===== config.mk =====
export PLATFORM = sky130hd
export DESIGN_NAME = stereo_history_ring_buffer
export DESIGN_NICKNAME = d
export VERILOG_FILES = /design/src/sv/shrb_pkg.sv /design/src/sv/shrb_ctrl.sv /design/src/sv/shrb_datapath.sv /design/src/sv/stereo_history_ring_buffer.sv
export SDC_FILE = /design/constraint.sdc
export NUM_CORES = 2
export LEC_CHECK = 0
export ABC_CLOCK_PERIOD_IN_PS = 9900
export BUFFER_PORTS_ARGS = -buffer_cell sky130_fd_sc_hd__buf_2
export CAP_MARGIN = 0
export CORE_MARGIN = 1
export CORE_UTILIZATION = 50
export DETAILED_ROUTE_END_ITERATION = 12
export PLACE_DENSITY = 0.77
export SKIP_LAST_GASP = 1
export SYNTH_ARGS = -nofsm -noshare
export SYNTH_HDL_FRONTEND = slang
export SYNTH_SLANG_ARGS = --single-unit
export TNS_END_PERCENT = 1

===== constraint.sdc =====
create_clock -name clk -period 9.9 [get_ports clk]
set_input_delay 0.99 -clock clk [delete_from_list [all_inputs] [get_ports clk]]
set_output_delay 0.99 -clock clk [all_outputs]
set_load 0.02 [all_outputs]

===== src/sv/shrb_pkg.sv =====
// Package for the stereo history ring buffer: constants, codes, interface types, sample formatter
package shrb_pkg;

	localparam int DEPTH_DEF = 64;
	localparam int SAMPLE_W  = 16;
	localparam int CNT_W     = 7;
	localparam int OP_W      = 2;
	localparam int MODE_W    = 2;

	localparam logic [OP_W-1:0] OP_WRITE_STEREO = 2'd0;
	localparam logic [OP_W-1:0] OP_WRITE_MONO   = 2'd1;
	localparam logic [OP_W-1:0] OP_READ         = 2'd2;

	localparam logic [MODE_W-1:0] MODE_Q15  = 2'd0;
	localparam logic [MODE_W-1:0] MODE_S8   = 2'd1;
	localparam logic [MODE_W-1:0] MODE_U8   = 2'd2;
	localparam logic [MODE_W-1:0] MODE_PEEK = 2'd3;

	// controller to datapath
	typedef struct packed {
		logic write_en;
		logic mono;
		logic read_start;
		logic issue;
	} shrb_cmd_t;

	// datapath to controller
	typedef struct packed {
		logic count_zero;
		logic last_issue;
	} shrb_status_t;

	// Q1.15 to the requested output format; 8-bit forms truncate toward zero
	// (their clamps can never act, so none is built)
	function automatic logic [SAMPLE_W-1:0] fmt_sample(logic [MODE_W-1:0] mode,
			logic signed [SAMPLE_W-1:0] s);
		logic signed [23:0] p;
		logic signed [23:0] t;
		logic [23:0]        u;
		logic [SAMPLE_W-1:0] r;
		p = s * 24'sd127;
		t = (p + ((p < 0) ? 24'sd32767 : 24'sd0)) >>> 15;
		u = 24'(p + 24'sd4194304);
		unique case (mode)
			MODE_S8: r = t[SAMPLE_W-1:0];
			MODE_U8: r = {8'd0, u[22:15]};
			default: r = s;
		endcase
		return r;
	endfunction

endpackage


===== src/sv/shrb_ctrl.sv =====
// Controller state machine: command decode and read burst sequencing
module shrb_ctrl (
	input  logic                        clk,
	input  logic                        arst_n,
	input  logic                        start,
	input  logic [shrb_pkg::OP_W-1:0]   operation,
	input  shrb_pkg::shrb_status_t      status,
	output shrb_pkg::shrb_cmd_t         cmd,
	output logic                        busy
);

	localparam logic [1:0] ST_IDLE  = 2'd0;
	localparam logic [1:0] ST_ISSUE = 2'd1;
	localparam logic [1:0] ST_FLUSH = 2'd2;

	logic [1:0] state_q;
	logic [1:0] state_d;
	logic       accept;

	assign busy   = (state_q != ST_IDLE);
	assign accept = start && !busy;

	always_comb begin
		cmd.write_en   = accept && (operation == shrb_pkg::OP_WRITE_STEREO ||
			operation == shrb_pkg::OP_WRITE_MONO);
		cmd.mono       = (operation == shrb_pkg::OP_WRITE_MONO);
		cmd.read_start = accept && (operation == shrb_pkg::OP_READ);
		cmd.issue      = (state_q == ST_ISSUE);
	end

	always_comb begin
		state_d = state_q;
		unique case (state_q)
			ST_IDLE: begin
				if (cmd.read_start && !status.count_zero)
					state_d = ST_ISSUE;
			end
			ST_ISSUE: begin
				if (status.last_issue)
					state_d = ST_FLUSH;
			end
			// the flush state lets the final store read land before returning to idle
			ST_FLUSH: state_d = ST_IDLE;
			default:  state_d = ST_IDLE;
		endcase
	end

	always_ff @(posedge clk or negedge arst_n) begin
		if (!arst_n)
			state_q <= ST_IDLE;
		else
			state_q <= state_d;
	end

	a_issue_holds: assert property (@(posedge clk) disable iff (!arst_n)
		(state_q == ST_ISSUE && !status.last_issue) |=> state_q == ST_ISSUE)
		else $error("burst ended early");

endmodule


===== src/sv/shrb_datapath.sv =====
// Datapath: sample store, pointers, fresh mark, burst address counter, output format
module shrb_datapath #(
	parameter int DEPTH = shrb_pkg::DEPTH_DEF
) (
	input  logic                                clk,
	input  logic                                arst_n,
	input  shrb_pkg::shrb_cmd_t                 cmd,
	output shrb_pkg::shrb_status_t              status,
	input  logic signed [shrb_pkg::SAMPLE_W-1:0] left_sample,
	input  logic signed [shrb_pkg::SAMPLE_W-1:0] right_sample,
	input  logic [shrb_pkg::CNT_W-1:0]          read_count,
	input  logic [shrb_pkg::MODE_W-1:0]         read_mode,
	output logic                                done,
	output logic signed [shrb_pkg::SAMPLE_W-1:0] out_left,
	output logic signed [shrb_pkg::SAMPLE_W-1:0] out_right,
	output logic [shrb_pkg::CNT_W-1:0]          fresh_count,
	output logic                                last
);

	localparam int PTR_W = $clog2(DEPTH);
	localparam int SW    = shrb_pkg::SAMPLE_W;
	localparam int CW    = shrb_pkg::CNT_W;
	localparam logic [CW-1:0]    DEPTH_CNT = CW'(DEPTH);
	localparam logic [PTR_W-1:0] PTR_MAX   = PTR_W'(DEPTH - 1);
	localparam logic [PTR_W:0]   DEPTH_EXT = (PTR_W + 1)'(DEPTH);

	// store: right in the upper half, left in the lower
	logic [2*SW-1:0]  store_q [DEPTH];
	logic [DEPTH-1:0] valid_q;

	logic [PTR_W-1:0]  wp_q;
	logic [PTR_W-1:0]  mark_q;
	logic [PTR_W-1:0]  addr_q;
	logic [CW-1:0]     remain_q;
	logic [shrb_pkg::MODE_W-1:0] mode_q;
	logic [CW-1:0]     fresh_q;

	logic [2*SW-1:0]   rdata_s1;
	logic              vld_s1;
	logic              stb_s1;
	logic              last_s1;
	logic [shrb_pkg::MODE_W-1:0] mode_s1;
	logic [CW-1:0]     fresh_s1;

	logic              done_s2;
	logic [SW-1:0]     left_s2;
	logic [SW-1:0]     right_s2;
	logic [CW-1:0]     fresh_s2;
	logic              last_s2;

	logic [CW-1:0]     count_clamped;
	logic [PTR_W-1:0]  head_prev;
	logic [PTR_W-1:0]  addr_prev;
	logic [PTR_W:0]    fresh_diff;
	logic [CW-1:0]     fresh_raw;
	logic [CW-1:0]     fresh_new;
	logic [2*SW-1:0]   word_s1;

	assign count_clamped = (read_count > DEPTH_CNT) ? DEPTH_CNT : read_count;
	assign head_prev     = (wp_q == '0) ? PTR_MAX : wp_q - 1'b1;
	assign addr_prev     = (addr_q == '0) ? PTR_MAX : addr_q - 1'b1;

	// distance from mark to head, modulo the depth
	always_comb begin
		if (wp_q >= mark_q)
			fresh_diff = {1'b0, wp_q} - {1'b0, mark_q};
		else
			fresh_diff = {1'b0, wp_q} + DEPTH_EXT - {1'b0, mark_q};
		fresh_raw = CW'(fresh_diff);
		if (read_mode == shrb_pkg::MODE_PEEK)
			fresh_new = '0;
		else if (fresh_raw > count_clamped)
			fresh_new = count_clamped;
		else
			fresh_new = fresh_raw;
	end

	assign status.count_zero = (count_clamped == '0);
	assign status.last_issue = (remain_q == CW'(1));

	// store write port
	always_ff @(posedge clk) begin
		if (cmd.write_en)
			store_q[wp_q] <= cmd.mono ? {left_sample, left_sample} : {right_sample, left_sample};
	end

	// store read port
	always_ff @(posedge clk) begin
		if (cmd.issue)
			rdata_s1 <= store_q[addr_q];
	end

	always_ff @(posedge clk or negedge arst_n) begin
		if (!arst_n) begin
			valid_q  <= '0;
			wp_q     <= '0;
			mark_q   <= '0;
			remain_q <= '0;
		end else begin
			if (cmd.write_en) begin
				valid_q[wp_q] <= 1'b1;
				wp_q          <= (wp_q == PTR_MAX) ? '0 : wp_q + 1'b1;
			end
			if (cmd.read_start) begin
				remain_q <= count_clamped;
				// a zero-length marking read still moves the mark
				if (read_mode != shrb_pkg::MODE_PEEK)
					mark_q <= wp_q;
			end else if (cmd.issue) begin
				remain_q <= remain_q - 1'b1;
			end
		end
	end

	always_ff @(posedge clk) begin
		if (cmd.read_start) begin
			addr_q  <= head_prev;
			mode_q  <= read_mode;
			fresh_q <= fresh_new;
		end else if (cmd.issue) begin
			addr_q <= addr_prev;
		end
	end

	always_ff @(posedge clk or negedge arst_n) begin
		if (!arst_n) begin
			stb_s1  <= 1'b0;
			done_s2 <= 1'b0;
		end else begin
			stb_s1  <= cmd.issue;
			done_s2 <= stb_s1;
		end
	end

	always_ff @(posedge clk) begin
		if (cmd.issue) begin
			vld_s1   <= valid_q[addr_q];
			last_s1  <= status.last_issue;
			mode_s1  <= mode_q;
			fresh_s1 <= fresh_q;
		end
	end

	// never-written entries read as zero
	assign word_s1 = vld_s1 ? rdata_s1 : '0;

	always_ff @(posedge clk) begin
		if (stb_s1) begin
			left_s2  <= shrb_pkg::fmt_sample(mode_s1, word_s1[SW-1:0]);
			right_s2 <= shrb_pkg::fmt_sample(mode_s1, word_s1[2*SW-1:SW]);
			fresh_s2 <= fresh_s1;
			last_s2  <= last_s1;
		end
	end

	assign done        = done_s2;
	assign out_left    = left_s2;
	assign out_right   = right_s2;
	assign fresh_count = fresh_s2;
	assign last        = done_s2 && last_s2;

	a_issue_to_done: assert property (@(posedge clk) disable iff (!arst_n)
		cmd.issue |=> ##1 done_s2)
		else $error("read word did not reach the output");

	a_no_write_in_burst: assert property (@(posedge clk) disable iff (!arst_n)
		!(cmd.write_en && cmd.issue))
		else $error("store written during a burst");

	a_issue_has_work: assert property (@(posedge clk) disable iff (!arst_n)
		cmd.issue |-> remain_q != '0)
		else $error("issue with nothing left to read");

endmodule


===== src/sv/stereo_history_ring_buffer.sv =====
// Top level of the stereo history ring buffer: controller plus datapath
//
//  channel  | handshake          | fields
//  ---------+--------------------+----------------------------------------------------
//  command  | start / busy       | operation, left_sample, right_sample, read_count,
//           |                    | read_mode
//  result   | done (strobe)      | out_left, out_right, fresh_count, last
//
// A command word is taken at an edge with start high and busy low.
// Writes keep busy low, so they can follow every cycle.
// A read of N words (N clamped to DEPTH) raises busy for N store reads through
// the single read port, then a flush state; results stream one per cycle, each
// word registered at the store read and again at the output stage. A zero-length
// read does not raise busy and returns no result words.
// Reset clears pointers, mark and the per-entry valid bits at once; no clearing pass.
// The receiver cannot stall; done flags each result word for one cycle only.
module stereo_history_ring_buffer #(
	parameter int DEPTH = shrb_pkg::DEPTH_DEF
) (
	input  logic                                 clk,
	input  logic                                 arst_n,
	input  logic                                 start,
	output logic                                 busy,
	input  logic [shrb_pkg::OP_W-1:0]            operation,
	input  logic signed [shrb_pkg::SAMPLE_W-1:0] left_sample,
	input  logic signed [shrb_pkg::SAMPLE_W-1:0] right_sample,
	input  logic [shrb_pkg::CNT_W-1:0]           read_count,
	input  logic [shrb_pkg::MODE_W-1:0]          read_mode,
	output logic                                 done,
	output logic signed [shrb_pkg::SAMPLE_W-1:0] out_left,
	output logic signed [shrb_pkg::SAMPLE_W-1:0] out_right,
	output logic [shrb_pkg::CNT_W-1:0]           fresh_count,
	output logic                                 last
);

	shrb_pkg::shrb_cmd_t    cmd;
	shrb_pkg::shrb_status_t status;

	shrb_ctrl u_ctrl (
		.clk       (clk),
		.arst_n    (arst_n),
		.start     (start),
		.operation (operation),
		.status    (status),
		.cmd       (cmd),
		.busy      (busy)
	);

	shrb_datapath #(
		.DEPTH (DEPTH)
	) u_datapath (
		.clk          (clk),
		.arst_n       (arst_n),
		.cmd          (cmd),
		.status       (status),
		.left_sample  (left_sample),
		.right_sample (right_sample),
		.read_count   (read_count),
		.read_mode    (read_mode),
		.done         (done),
		.out_left     (out_left),
		.out_right    (out_right),
		.fresh_count  (fresh_count),
		.last         (last)
	);

endmodule


==> results.toml <==
[grt]
grt_pass1_vias = 48730
grt_util_met2_pct = 40.59
antenna_found_initial = 19
grt_use_met1_pct = 33.99
grtUsageMet3_pct = 5.389
track_usage_pct = 25.15
grt_max_degree = 128
overflow = 0
gr-max-usage-layer = "met2"
grt_pass1_wl_microns = 343300

[power]
leakagePower_nw = 35.18
power.internal_mw = 18.47
power_frac_comb_pct = 31.5
pwr-share-clk_pct = 29.1
cellPowerDensity_nw_per_um2 = 259.9
power_switching_mw = 8.815
p_sw_share_pct = 32.31
ir_worst_vdd_v = 0.0002893
pwr-share-seq_pct = 39.4

[cts]
insertion_delay_ns = 0.89
hold_buffers = 0
cts_tree = "built"
postCtsSetupBuffers = 0
htree_levels = 4
clk_pin_slew_worst_paths_ns = 0.07
ctsResizeCount = 0
cts-root-buf = "clkbuf_16"
clockBufferDepth = 3
numCtsBuffers = 208
clock_sinks = 2233

[final_layout]
syn2layout_area_growth_pct = 11.61
nets = 5183
seq_area_sq_um = 66620
fillCellCount = 13240
fin_util_pct = 56.38
drive_above_1_share_pct = 26.81
design_area_sq_um = 105000
multi_input_area_sq_um = 26070

[place]
gp_congestion = 0.8758
place_hpwl_microns = 129500
postPlaceCellArea_sq_um = 98200
port_buffers = 87

[floorplan]
die_x_microns = 435.7
dieArea_sq_um = 189900
core_sq_um = 186200
num_rows = 158
ioPinCount = 88
start_util_pct = 50.51
die_h_microns = 435.7

[setup_path]
start_kind = "register"
regToRegSetupSlack_ns = 2.22
required_ns = 10.40
critPathMaxFanout = 20
cp_data_arrival_time_ns = 8.18
setup.worst_path.end_class = "register"
path_class = "register to register"

[route]
drt-vias-per-instance = 6.396
drt_first_pass_iters = 6
vias = 48360
drt_wl_total_microns = 237700
drt_iter0_drc = 7454
ant_nets = 0
wire_per_inst_microns = 31.44
drc_errors = 0

[sta]
grt_setup_unrepaired = "false"
skew_ns = 0.09117
setup_viol_count_final = 0
tns_ns = 0
tightestPinTransition_ns = 1.285
period_share_pct = 77.58
slew_headroom_pct = 14.32
drv_slew = 0
hold_viol_final = 0
fmax_mhz = 130.2
period_needed_ns = 7.681
timing.hold.ws_ns = 0.08155

[yosys]
synth_edf_count = 2146
synth_most_common_cell = "edfxtp_1"
netlist_area_sq_um = 94070
synth_top_cell_by_area = "edfxtp_1"
seq_area_frac_synth_pct = 70.82
yosys-top-cells-area = "edfxtp_1 69%, mux4_2 16%, fa_1 2.4%"
synth_seq_cells = 2233
yosys_warnings = 0
syn-num-nets = 4978
async_flop_share_pct = 3.896
synthesis.area_per_instance_sq_um = 20.03
syn_inst = 4696
synthTopCellsByCount = "2,146 x edfxtp_1, 656 x mux4_2, 271 x inv_1"
synth_cell_types = 94
synth_top_area_share_pct = 68.51
ys.flop_type = "edfxtp_1"

[flow_run]
maxCapViolCount = 0

[outcome]
status = "complete, no violations"

[hold_path]
hp-class = "input port to async pin"
[worst paths after layout]
| kind | from | endpoint | depth (start not counted) |
|---|---|---|---|
| worst max-delay path | u_datapath.vld_s1$_DFFE_PP_ | u_datapath.out_right[5]$_DFFE_PP_ | 27 |
| worst min register to register | u_datapath.fresh_q[1]$_SDFFCE_PN0P_ | u_datapath.fresh_s1[1]$_DFFE_PP_ | 0 |
| max in group asynchronous | arst_n | u_datapath.stb_s1$_DFF_PN0_ | 2 |
| worst max register to register | u_datapath.vld_s1$_DFFE_PP_ | u_datapath.out_right[5]$_DFFE_PP_ | 27 |
| min in group clk | read_mode[0] | u_datapath.mode_q[0]$_DFFE_PP_ | 1 |
| worst min-delay path | arst_n | u_datapath.valid_q[58]$_DFFE_PN0P_ | 1 |
[power by group through the flow]
stage	clock [mW]	combinational, mW	sequential [mW]
global route	8.33	9.36	10.8
detailed placement	0	8.44	11.0
CTS	7.98	8.52	10.8
finish	7.93	8.59	10.8
global placement	0	8.28	10.9
floorplan	0	6.25	11.0
[layout by cell type (no fill, tap or decap), types with 80 or more instances in the layout]
cell and count:
edfxtp_1 2146, mux4_2 656, inv_1 270, clkbuf_16 209, nand2_1 157, ha_1 123, fa_1 113, buf_4 109
a21oi_1 95, buf_2 86, dfrtp_1 86, or2_2 80
[per-layer routing]
layer,up-vias,wire (microns)
met2,3216,115900
met1,25300,87210
met4,20,8444
met5,-,131
met3,482,26070
li1,19350,-
[through the flow]
step / total power, mW / setup WS, ns / instances
after floorplan: 17.21 / 3.110 / 4696
after CTS: 27.26 / 2.243 / 7561
after global routing: 28.45 / 1.640 / 7562
final: 27.28 / 2.219 / 7562
after global placement: 19.23 / 2.510 / 7171
after detailed placement: 19.40 / 2.263 / 7171
[cell families (layout without fill, tap and decap cells)]
family / Yosys count / after routing / synth area share, %
flops: 2233 / 2233 / 70.82
xor+xnor: 115 / 115 / 1.079
compound gates: 343 / 343 / 2.453
mux: 743 / 743 / 16.69
fa+ha+maj: 236 / 236 / 4.041
other cells: 0 / 1 / 0
simple gates: 548 / 548 / 2.948
buf+inv: 478 / 863 / 1.969
[area by class of cell]
class                      count  share of cell area, %
multi-input combinational   1985                  24.83
clock buffer                 266                  5.262
clock inverter               124                  1.200
sequential                  2233                  63.45
inverter                     271                 0.9689
antenna                        1               0.002383
timing repair buffer         202                  1.323
tap                         2480                  2.956
[sequential cells by signal, indices dropped and copies added, names as in the netlist, 2 cells and up]
signal and cells:
u_ctrl.state_q 2, u_datapath.addr_q 6, u_datapath.fresh_count 7, u_datapath.fresh_q 7, u_datapath.fresh_s1 7, u_datapath.mark_q 6, u_datapath.mode_q 2, u_datapath.mode_s1 2
u_datapath.out_left 16, u_datapath.out_right 16, u_datapath.rdata_s1 32, u_datapath.remain_q 7, u_datapath.store_q 2048, u_datapath.valid_q 64, u_datapath.wp_q 6
[critical path, stage by stage (launching register included)]
cell and delay [ns]:
edfxtp_1 0.63, nand2_1 0.37, inv_1 0.18, fa_1 0.51, inv_1 0.06, fa_1 0.52
inv_1 0.05, fa_1 0.47, inv_1 0.04, fa_1 0.47, inv_1 0.04, ha_1 0.43
nand4_1 0.19, inv_1 0.08, a221oi_4 0.33, a21boi_1 0.13, or3_1 0.40, nand2_4 0.16
inv_1 0.15, ha_1 0.42, nand2_1 0.08, a2111oi_0 0.50, and3_2 0.28, a211oi_2 0.05
o31ai_4 0.31, nand4_1 0.15, xnor2_1 0.21, o221ai_1 0.13
(Power assumes the default switching activity.)
